## config.mk

```make
export PLATFORM = sky130hd
export DESIGN_NAME = length_framed_receiver_crc_check
export DESIGN_NICKNAME = d
export VERILOG_FILES = /design/src/hdl/lfrc_pkg.sv /design/src/hdl/length_framed_receiver_crc_check.sv
export SDC_FILE = /design/constraint.sdc
export NUM_CORES = 1
export LEC_CHECK = 0
export BUFFER_PORTS_ARGS = -buffer_cell sky130_fd_sc_hd__buf_4
export CORE_ASPECT_RATIO = 1.5
export CORE_MARGIN = 2
export CORE_UTILIZATION = 30
export CTS_BUF_LIST = sky130_fd_sc_hd__clkbuf_4 sky130_fd_sc_hd__clkbuf_8 sky130_fd_sc_hd__clkbuf_16
export CTS_CLUSTER_SIZE = 8
export DETAILED_ROUTE_END_ITERATION = 12
export GPL_TIMING_DRIVEN = 0
export PLACE_DENSITY = 0.57
export SLEW_MARGIN = 25
export SYNTH_ARGS = -nofsm -noshare
export SYNTH_HDL_FRONTEND = slang
export SYNTH_SLANG_ARGS = --single-unit
export TNS_END_PERCENT = 5
```

## constraint.sdc

```tcl
create_clock -name aclk -period 13.6 [get_ports aclk]
set_input_delay 1.36 -clock aclk [delete_from_list [all_inputs] [get_ports aclk]]
set_output_delay 1.36 -clock aclk [all_outputs]
set_load 0.02 [all_outputs]
```

## src/hdl/lfrc_pkg.sv

```systemverilog
// Shared types, constants and the CRC16-Modbus byte update for the
// length-framed receiver. No dependencies.
package lfrc_pkg;

    // Frame geometry defaults
    localparam int MAX_FRAME_BYTES_DEF   = 266;
    localparam int MAX_PAYLOAD_BYTES_DEF = 256;
    localparam int MIN_FRAME_BYTES       = 10;
    localparam int START_FRAME_BYTES     = 17;

    // Byte positions inside a frame
    localparam logic [15:0] POS_CMD_HI   = 16'd1;
    localparam logic [15:0] POS_LEN_HI   = 16'd3;
    localparam logic [15:0] POS_TARGET   = 16'd4;
    localparam logic [15:0] POS_SIZE_B0  = 16'd5;
    localparam logic [15:0] POS_SIZE_B1  = 16'd6;
    localparam logic [15:0] POS_SIZE_B2  = 16'd7;
    localparam logic [15:0] POS_SIZE_B3  = 16'd8;
    localparam logic [15:0] POS_ICRC_B0  = 16'd9;
    localparam logic [15:0] POS_ICRC_B1  = 16'd10;
    localparam logic [15:0] PAYLOAD_OFS  = 16'd4;
    localparam logic [15:0] TRAILER_LEN  = 16'd6;
    localparam logic [15:0] CRC_LEN      = 16'd2;

    // Status codes
    localparam logic [1:0] ST_WAIT  = 2'd0;
    localparam logic [1:0] ST_READY = 2'd1;
    localparam logic [1:0] ST_ERROR = 2'd2;

    // Frame classes
    localparam logic [1:0] CLS_NONE  = 2'd0;
    localparam logic [1:0] CLS_START = 2'd1;
    localparam logic [1:0] CLS_DATA  = 2'd2;
    localparam logic [1:0] CLS_END   = 2'd3;

    // Target slots
    localparam logic [1:0] SLOT_NONE = 2'd0;
    localparam logic [1:0] SLOT_A    = 2'd1;
    localparam logic [1:0] SLOT_B    = 2'd2;
    localparam logic [1:0] SLOT_AUTO = 2'd3;

    // Item kinds
    localparam logic KIND_BYTE    = 1'b0;
    localparam logic KIND_RELEASE = 1'b1;

    // Configuration register indexes
    localparam int CFG_IDX_W = 3;
    typedef logic [CFG_IDX_W-1:0] cfg_idx_t;
    localparam cfg_idx_t CFG_START_CMD = 3'd0;
    localparam cfg_idx_t CFG_DATA_CMD  = 3'd1;
    localparam cfg_idx_t CFG_END_CMD   = 3'd2;
    localparam cfg_idx_t CFG_TARGET_A  = 3'd3;
    localparam cfg_idx_t CFG_TARGET_B  = 3'd4;
    localparam cfg_idx_t CFG_TARGET_AU = 3'd5;

    localparam logic [15:0] CRC_INIT = 16'hFFFF;
    localparam logic [15:0] CRC_POLY = 16'hA001;

    // One byte of reflected CRC16-Modbus
    function automatic logic [15:0] crc_update(input logic [15:0] crc_in,
                                               input logic [7:0]  data);
        logic [15:0] c;
        c = crc_in ^ {8'h00, data};
        for (int k = 0; k < 8; k++) begin
            if (c[0]) begin
                c = (c >> 1) ^ CRC_POLY;
            end else begin
                c = c >> 1;
            end
        end
        return c;
    endfunction

endpackage

```

## src/hdl/length_framed_receiver_crc_check.sv

```systemverilog
// Length-framed receiver with running CRC16-Modbus check and frame
// classification. Depends on lfrc_pkg.
//
// Each accepted item's result is registered in the output register.
// Throughput: one item per cycle while s_ready is high; the only stage is the output register, and
// s_ready is high whenever that register is empty or being emptied.
// Reset: synchronous active-low aresetn clears the receiver state, the
// configuration registers to their defaults and the output valid.
module length_framed_receiver_crc_check #(
    parameter int MAX_FRAME_BYTES   = lfrc_pkg::MAX_FRAME_BYTES_DEF,
    parameter int MAX_PAYLOAD_BYTES = lfrc_pkg::MAX_PAYLOAD_BYTES_DEF
) (
    input  logic                      aclk,
    input  logic                      aresetn,
    // configuration write port
    input  logic                      cfg_we,
    input  logic [lfrc_pkg::CFG_IDX_W-1:0] cfg_index,
    input  logic [15:0]               cfg_wdata,
    // input items
    input  logic                      s_valid,
    output logic                      s_ready,
    input  logic                      s_kind,
    input  logic [7:0]                s_rx_byte,
    // result items
    output logic                      m_valid,
    input  logic                      m_ready,
    output logic [1:0]                m_status,
    output logic [1:0]                m_frame_class,
    output logic [15:0]               m_frame_command,
    output logic [8:0]                m_frame_length,
    output logic [31:0]               m_reserve_value,
    output logic                      m_crc_ok,
    output logic [1:0]                m_target_slot,
    output logic [31:0]               m_image_size,
    output logic [15:0]               m_image_crc,
    output logic                      m_payload_valid,
    output logic [7:0]                m_payload_byte,
    output logic [7:0]                m_payload_index
);
    import lfrc_pkg::*;

    localparam int CNT_W = $clog2(MAX_FRAME_BYTES + 1);
    localparam logic [CNT_W-1:0] CNT_MAX   = CNT_W'(MAX_FRAME_BYTES);
    localparam logic [15:0]      LEN_MAX   = 16'(MAX_FRAME_BYTES);
    localparam logic [15:0]      LEN_MIN   = 16'(MIN_FRAME_BYTES);
    localparam logic [15:0]      LEN_START = 16'(START_FRAME_BYTES);
    localparam logic [15:0]      LEN_DMAX  = 16'(MAX_PAYLOAD_BYTES + MIN_FRAME_BYTES);

    // Configuration registers
    logic [15:0] start_cmd_reg, data_cmd_reg, end_cmd_reg;
    logic [7:0]  tgt_a_reg, tgt_b_reg, tgt_auto_reg;

    // Receiver state
    logic [CNT_W-1:0] cnt_reg, cnt_next;
    logic [CNT_W-1:0] exp_reg, exp_next;
    logic             held_reg, held_next;
    logic [15:0]      crc_reg, crc_next;
    logic [15:0]      hdr_reg, hdr_next;
    logic [7:0]       rb_reg [6];
    logic [7:0]       rb_next [6];
    logic [7:0]       tgt_reg, tgt_next;
    logic [31:0]      size_reg, size_next;
    logic [15:0]      icrc_reg, icrc_next;

    // Result being formed
    logic        res_report;
    logic        res_error;
    logic        res_pv;
    logic [7:0]  res_pb;
    logic [7:0]  res_pi;
    logic [15:0] cnt16, exp16, len_hdr;
    logic [15:0] rx_crc;
    logic [31:0] reserve;
    logic        ok;
    logic [1:0]  slot;
    logic [1:0]  cls;

    // Output register
    logic        m_valid_reg;
    logic [1:0]  status_reg, class_reg, slot_reg;
    logic [15:0] cmd_reg, img_crc_reg;
    logic [8:0]  len_reg;
    logic [31:0] reserve_reg, img_size_reg;
    logic        crc_ok_reg, pv_reg;
    logic [7:0]  pb_reg, pi_reg;

    logic s_fire;

    assign s_ready = !m_valid_reg || m_ready;
    assign s_fire  = s_valid && s_ready;

    // Configuration writes
    always_ff @(posedge aclk) begin
        if (!aresetn) begin
            start_cmd_reg <= 16'd1;
            data_cmd_reg  <= 16'd2;
            end_cmd_reg   <= 16'd3;
            tgt_a_reg     <= 8'd1;
            tgt_b_reg     <= 8'd2;
            tgt_auto_reg  <= 8'd3;
        end else if (cfg_we) begin
            case (cfg_index)
                CFG_START_CMD: start_cmd_reg <= cfg_wdata;
                CFG_DATA_CMD:  data_cmd_reg  <= cfg_wdata;
                CFG_END_CMD:   end_cmd_reg   <= cfg_wdata;
                CFG_TARGET_A:  tgt_a_reg     <= cfg_wdata[7:0];
                CFG_TARGET_B:  tgt_b_reg     <= cfg_wdata[7:0];
                CFG_TARGET_AU: tgt_auto_reg  <= cfg_wdata[7:0];
                default: ;
            endcase
        end
    end

    // Per-item state update
    always_comb begin
        cnt_next   = cnt_reg;
        exp_next   = exp_reg;
        held_next  = held_reg;
        crc_next   = crc_reg;
        hdr_next   = hdr_reg;
        rb_next    = rb_reg;
        tgt_next   = tgt_reg;
        size_next  = size_reg;
        icrc_next  = icrc_reg;
        res_report = 1'b0;
        res_error  = 1'b0;
        res_pv     = 1'b0;
        res_pb     = 8'd0;
        res_pi     = 8'd0;
        cnt16      = 16'(cnt_reg);
        exp16      = 16'(exp_reg);
        len_hdr    = {s_rx_byte, rb_reg[0]};

        if (s_kind == KIND_RELEASE) begin
            cnt_next  = '0;
            exp_next  = '0;
            held_next = 1'b0;
            crc_next  = CRC_INIT;
        end else if (held_reg) begin
            // held frame: byte dropped, report repeated
            res_report = 1'b1;
        end else if (cnt_reg >= CNT_MAX) begin
            cnt_next  = '0;
            exp_next  = '0;
            held_next = 1'b0;
            crc_next  = CRC_INIT;
            res_error = 1'b1;
        end else begin
            // history of recent bytes, newest at index 0
            rb_next[0] = s_rx_byte;
            for (int k = 1; k < 6; k++) begin
                rb_next[k] = rb_reg[k-1];
            end

            // CRC covers everything but the final two bytes
            if (cnt16 < PAYLOAD_OFS ||
                (exp16 >= CRC_LEN && cnt16 < exp16 - CRC_LEN)) begin
                crc_next = crc_update(crc_reg, s_rx_byte);
            end

            // start payload capture
            case (cnt16)
                POS_TARGET:  tgt_next         = s_rx_byte;
                POS_SIZE_B0: size_next        = {24'd0, s_rx_byte};
                POS_SIZE_B1: size_next[15:8]  = s_rx_byte;
                POS_SIZE_B2: size_next[23:16] = s_rx_byte;
                POS_SIZE_B3: size_next[31:24] = s_rx_byte;
                POS_ICRC_B0: icrc_next        = {8'd0, s_rx_byte};
                POS_ICRC_B1: icrc_next[15:8]  = s_rx_byte;
                default: ;
            endcase

            // payload pass-through
            if (exp16 >= TRAILER_LEN && cnt16 >= PAYLOAD_OFS &&
                cnt16 < exp16 - TRAILER_LEN) begin
                res_pv = 1'b1;
                res_pb = s_rx_byte;
                res_pi = 8'(cnt16 - PAYLOAD_OFS);
            end

            cnt_next = cnt_reg + 1'b1;

            if (cnt16 == POS_CMD_HI) begin
                hdr_next = len_hdr;
            end

            // header length check at the fourth byte
            if (cnt16 == POS_LEN_HI) begin
                if (len_hdr < LEN_MIN || len_hdr > LEN_MAX) begin
                    cnt_next  = '0;
                    exp_next  = '0;
                    held_next = 1'b0;
                    crc_next  = CRC_INIT;
                    res_error = 1'b1;
                end else begin
                    exp_next = CNT_W'(len_hdr);
                end
            end

            // frame complete
            if (exp_next != '0 && cnt_next == exp_next) begin
                held_next  = 1'b1;
                res_report = 1'b1;
            end
        end
    end

    // Frame check and classification on the post-update state
    always_comb begin
        rx_crc  = {rb_next[0], rb_next[1]};
        reserve = {rb_next[2], rb_next[3], rb_next[4], rb_next[5]};
        ok      = (rx_crc == crc_next);

        if (tgt_next == tgt_a_reg) begin
            slot = SLOT_A;
        end else if (tgt_next == tgt_b_reg) begin
            slot = SLOT_B;
        end else if (tgt_next == tgt_auto_reg) begin
            slot = SLOT_AUTO;
        end else begin
            slot = SLOT_NONE;
        end

        if (hdr_next == start_cmd_reg && 16'(exp_next) == LEN_START && ok &&
            slot != SLOT_NONE && size_next != 32'd0) begin
            cls = CLS_START;
        end else if (hdr_next == data_cmd_reg && 16'(exp_next) > LEN_MIN &&
                     16'(exp_next) <= LEN_DMAX && ok) begin
            cls = CLS_DATA;
        end else if (hdr_next == end_cmd_reg && 16'(exp_next) == LEN_MIN && ok &&
                     reserve != 32'd0) begin
            cls = CLS_END;
        end else begin
            cls = CLS_NONE;
        end
    end

    // State registers
    always_ff @(posedge aclk) begin
        if (!aresetn) begin
            cnt_reg  <= '0;
            exp_reg  <= '0;
            held_reg <= 1'b0;
            crc_reg  <= CRC_INIT;
            hdr_reg  <= 16'd0;
            for (int k = 0; k < 6; k++) begin
                rb_reg[k] <= 8'd0;
            end
            tgt_reg  <= 8'd0;
            size_reg <= 32'd0;
            icrc_reg <= 16'd0;
        end else if (s_fire) begin
            cnt_reg  <= cnt_next;
            exp_reg  <= exp_next;
            held_reg <= held_next;
            crc_reg  <= crc_next;
            hdr_reg  <= hdr_next;
            rb_reg   <= rb_next;
            tgt_reg  <= tgt_next;
            size_reg <= size_next;
            icrc_reg <= icrc_next;
        end
    end

    // Output register valid
    always_ff @(posedge aclk) begin
        if (!aresetn) begin
            m_valid_reg <= 1'b0;
        end else if (s_fire) begin
            m_valid_reg <= 1'b1;
        end else if (m_ready) begin
            m_valid_reg <= 1'b0;
        end
    end

    // Output register payload
    always_ff @(posedge aclk) begin
        if (s_fire) begin
            status_reg   <= res_report ? ST_READY : (res_error ? ST_ERROR : ST_WAIT);
            class_reg    <= res_report ? cls : CLS_NONE;
            cmd_reg      <= res_report ? hdr_next : 16'd0;
            len_reg      <= res_report ? 9'(exp_next) : 9'd0;
            reserve_reg  <= res_report ? reserve : 32'd0;
            crc_ok_reg   <= res_report && ok;
            slot_reg     <= (res_report && cls == CLS_START) ? slot : SLOT_NONE;
            img_size_reg <= (res_report && cls == CLS_START) ? size_next : 32'd0;
            img_crc_reg  <= (res_report && cls == CLS_START) ? icrc_next : 16'd0;
            pv_reg       <= res_pv;
            pb_reg       <= res_pb;
            pi_reg       <= res_pi;
        end
    end

    assign m_valid         = m_valid_reg;
    assign m_status        = status_reg;
    assign m_frame_class   = class_reg;
    assign m_frame_command = cmd_reg;
    assign m_frame_length  = len_reg;
    assign m_reserve_value = reserve_reg;
    assign m_crc_ok        = crc_ok_reg;
    assign m_target_slot   = slot_reg;
    assign m_image_size    = img_size_reg;
    assign m_image_crc     = img_crc_reg;
    assign m_payload_valid = pv_reg;
    assign m_payload_byte  = pb_reg;
    assign m_payload_index = pi_reg;

    // A held frame always sits exactly at its declared length
    a_held_at_len: assert property (@(posedge aclk) disable iff (!aresetn)
        held_reg |-> (exp_reg != '0 && cnt_reg == exp_reg))
        else $error("held frame without a complete count");

    // A latched length is always inside the legal range
    a_len_range: assert property (@(posedge aclk) disable iff (!aresetn)
        (exp_reg != '0) |-> (16'(exp_reg) >= LEN_MIN && 16'(exp_reg) <= LEN_MAX))
        else $error("expected length out of range");

    // A release leaves the receiver empty and reports waiting
    a_release: assert property (@(posedge aclk) disable iff (!aresetn)
        (s_fire && s_kind == KIND_RELEASE) |=>
            (m_valid && m_status == ST_WAIT && !held_reg && cnt_reg == '0))
        else $error("release did not clear the receiver");

    // Payload bytes are only reported while waiting for frame end
    a_payload_status: assert property (@(posedge aclk) disable iff (!aresetn)
        (m_valid && m_payload_valid) |-> (m_status == ST_WAIT))
        else $error("payload byte reported with a frame status");

endmodule
```

==> metrics.md <==
| Metric | Value |
|---|---|
| Max clock buf depth | 3 |
| Tcrit/Tclk final | 46.7% |
| Min-Delay Path Depth | 2 |
| Hold endpoint | icrc_reg[3] |
| Largest family of logic cells by synthesized area | simple AND/OR/NAND/NOR gates |
| Max layer used | met4 |
| Synth Area in Compound Gates | 19.9% |
| Sequential area share after synthesis | 44.3% |
| H-Tree Depth | 2 |
| Clock Power Share | 45.6% |
| Yosys cell types | 84 |
| Mapped cell area | 0.0190 sq mm |
| Final setup fails | 0 |
| Post-DP HPWL | 61600 microns |
| Crit path time final | 6350 ps |
| Die Area | 0.0655 sq mm |
| Remaining routing DRC violations | 0 |
| Ys Warns | 0 |
| Antenna Cells | 0 |
| Crit path launch type | register |
| Initial Utilization | 30.2% |
| Post-synth ARST share | 0% |
| Main area contributors after synthesis | dfxtp_1, edfxtp_1, nand2_1, a21oi_1, a22oi_1 |
| Commonest non-fill, non-tap cell in the layout | nand2_1 |
| RePlAce Congestion | 0.975 |
| Kind of end point of the critical path | register |
| Crit Path Category | reg2reg |
| Fraction of layout cells with a size suffix above 1 | 13.4% |
| TritonCTS Buffers | 50 |
| Post-synthesis cell count | 2250 |
| GR Overflow Total | 0 |
| Synth top area share | 24.0% |
| Worst path max stage delay | 840 ps |
| Die Wd | 210 microns |
| P_sw | 713 uW |
| Setup TNS | 0 ps |
| Pre-Repair DR Iteration Count | 6 |
| WL/cell | 24.6 microns |
| P&R area growth vs syn | 20.1% |
| Routed met3 length | 4900 microns |
| IO Port Bufs | 160 |
| Post-synthesis simple-gate area fraction | 22.4% |
| WP data required | 13910 ps |
| Worst slew pin tran | 1120 ps |
| Min-delay src | icrc_reg[3] |
| VDD IR-drop max | 87.1 uV |
| # hold bufs at CTS | 0 |
| Syn_nets | 2310 |
| Critical-path cell list | clkbuf_1 > inv_1 > ha_1 > clkbuf_1 > nand3_1 > nand3_1 > nor2_2 > clkbuf_1 > clkbuf_1 > nand3_1 > a211oi_1 > nor4_1 > nand4_1 > o41ai_1 > nor4b_1 |
| Cell row count | 113 |
| XOR/XNOR Fraction of Synth Area | 4.93% |
| Adder-cell share of the synthesized area | 1.77% |
| Crit path top cell by count | clkbuf_1 |
| Switching share of power | 26.6% |
| Post-CTS Setup Bufs | 0 |
| DRT antenna net count | 0 |
| Clock tree from TritonCTS | done |
| Largest net degree at the start of global routing | 55 |
| Nets | 2525 |
| Internal Power | 1.97 mW |
| Post-CTS resize count | 0 |
| Min-Delay Path Class | reg2reg |
| Die Y | 312 microns |
| WL final | 81100 microns |
| Worst Path Max Fanout | 10 |
| Mux contribution to synthesized area | 1.56% |
| IO Pins | 164 |
| Worst R2R End | m_frame_class[1] |
| Final setup margin | 7250 ps |
| CTS sink count | 357 |
| Top_reg_cell synth | dfxtp_1 |
| Largest area contributor in the netlist | dfxtp_1 |
| Commonest cells after routing, fill and taps aside | nand2_1, a21oi_1, dfxtp_1 |
| CP max stage cell | a211oi_1 |
| Max reg flops | 40 |
| GRT Overall Usage | 24.1% |
| FF-to-FF setup slack | 7250 ps |
| Initial antenna violation count | 0 |
| Status | finished clean |
| R2R cell count | 15 |
| Max_cap viols | 0 |
| Routed metal-1 wirelength | 29200 microns |
| Sequential power share | 43.1% |
| Via Count | 18500 |
| Number of global-route vias before repair | 18500 |
| Core area | 0.0631 sq mm |
| CTS clock-pin slew for the worst setup and hold paths | 60 ps |
| Gate power share | 11.3% |
| Pwr Density | 117 mW/mm^2 |
| CTS root buffer | clkbuf_16 |
| Final hold violation count | 0 |
| WL met2 | 40200 microns |
| Leak | 7.97 nW |
| Via/cell ratio | 5.61 |
| Max-slew headroom at the worst pin | 25.1% |
| Worst r2r src | cnt_reg[2] |
| Clock latency at the later pin of the worst-skew pair | 600 ps |
| Setup WS pre-CTS | 6980 ps |
| Register bit total from synthesis | 357 |
| Number of flops mapped to enable cells by yosys | 129 |
| Max Slew Vio Count | 0 |
| Violation count after the first detailed-route iteration | 1482 |
| Worst clock skew | 25.7 ps |
| Fmax | 158 MHz |
| Mean Syn Cell Area | 8.46 sq um |
| First-pass GRT wire length | 118000 microns |
| RSZ-0062 raised after global routing | no |
| CP arrival | 6660 ps |
-- cell families (layout without fill, tap and decap cells) --
| group | after synthesis | count (layout) |
|---|---|---|
| simple gates | 903 | 903 |
| compound gates | 589 | 589 |
| flops | 357 | 357 |
| buf+inv | 241 | 483 |
| xor+xnor | 104 | 104 |
| mux | 29 | 29 |
| fa+ha+maj | 27 | 27 |
-- power groups by stage --
stage,Combinational [mW],Clock [mW],Sequential [mW]
floorplan,0.146,0,1.20
global placement,0.293,0,1.18
detailed placement,0.296,0,1.18
CTS,0.297,1.24,1.16
global route,0.317,1.28,1.16
finish,0.302,1.22,1.16
-- worst max-delay path, delay by kind of cell (launching register included) --
kind	cells	cell delay, ps
flip-flops	1	530
buffers and inverters	5	2050
AO/OA/AOI/OAI	2	1130
AND/OR/NAND/NOR	7	2090
adder cells (fa/ha/maj)	1	250
-- final cells by class --
type / instances / area [sq um]
inverter: 61 / 229
clock inverter: 2 / 28.8
timing repair buffer: 163 / 1260
clock buffer: 77 / 1480
tap: 805 / 1010
buffer: 180 / 752
sequential: 357 / 8440
multi-input combinational: 1652 / 9660
fill: 6465 / 40200
-- routing by layer --
layer / vias to the layer above / track usage, %
li1: 8488 / -
met1: 8876 / 25.9
met2: 836 / 42.3
met3: 295 / 3.71
met4: 0 / 18.9
met5: - / 0
-- how the worst max path moves through the flow --
| stage | from | to | cells past startpoint |
|---|---|---|---|
| global route | cnt_reg[2] | m_image_crc[2] | 14 |
| CTS | cnt_reg[2] | m_image_crc[2] | 14 |
| detailed placement | s_rx_byte[5] | m_image_crc[2] | 12 |
| finish | cnt_reg[2] | m_frame_class[1] | 15 |
| global placement | m_ready | size_reg[8] | 9 |
| floorplan | m_ready | size_reg[10] | 8 |
-- Yosys cell counts (all sizes together), types with 8 or more instances --
cell type and n:
nor3 82, nand4 16, a22o 8, a21o 12, or3 47, nor2b 14
xor2 43, ha 27, nand2b 13, and2 13, a31oi 9, inv 61
o22ai 39, a211o 14, xnor2 59, a221oi 10, and3 21, nor2 131
buf 33, nand3 43, a22oi 80, o211ai 18, o21ai 47, nor4 26
a2111oi 10, a21oi 257, a211oi 18, clkbuf 147, or4 11, dfxtp 228
nand2 461, edfxtp 129, o2111ai 8, mux2i 27
-- stage by stage --
| stage | instances | util [%] | hold WS (ps) | area (sq um) | power [mW] |
|---|---|---|---|---|---|
| after floorplan | 2250 | - | 436 | 19000 | 1.34 |
| after global placement | 3215 | 33.7 | 445 | 21200 | 1.47 |
| after detailed placement | 3218 | 33.8 | 448 | 21300 | 1.47 |
| after CTS | 3297 | 36.2 | 455 | 22800 | 2.69 |
| after global routing | 3297 | 36.2 | 473 | 22900 | 2.75 |
| final | 3297 | 36.2 | 455 | 22900 | 2.68 |
No activity file was read; power rests on OpenSTA's default activity.
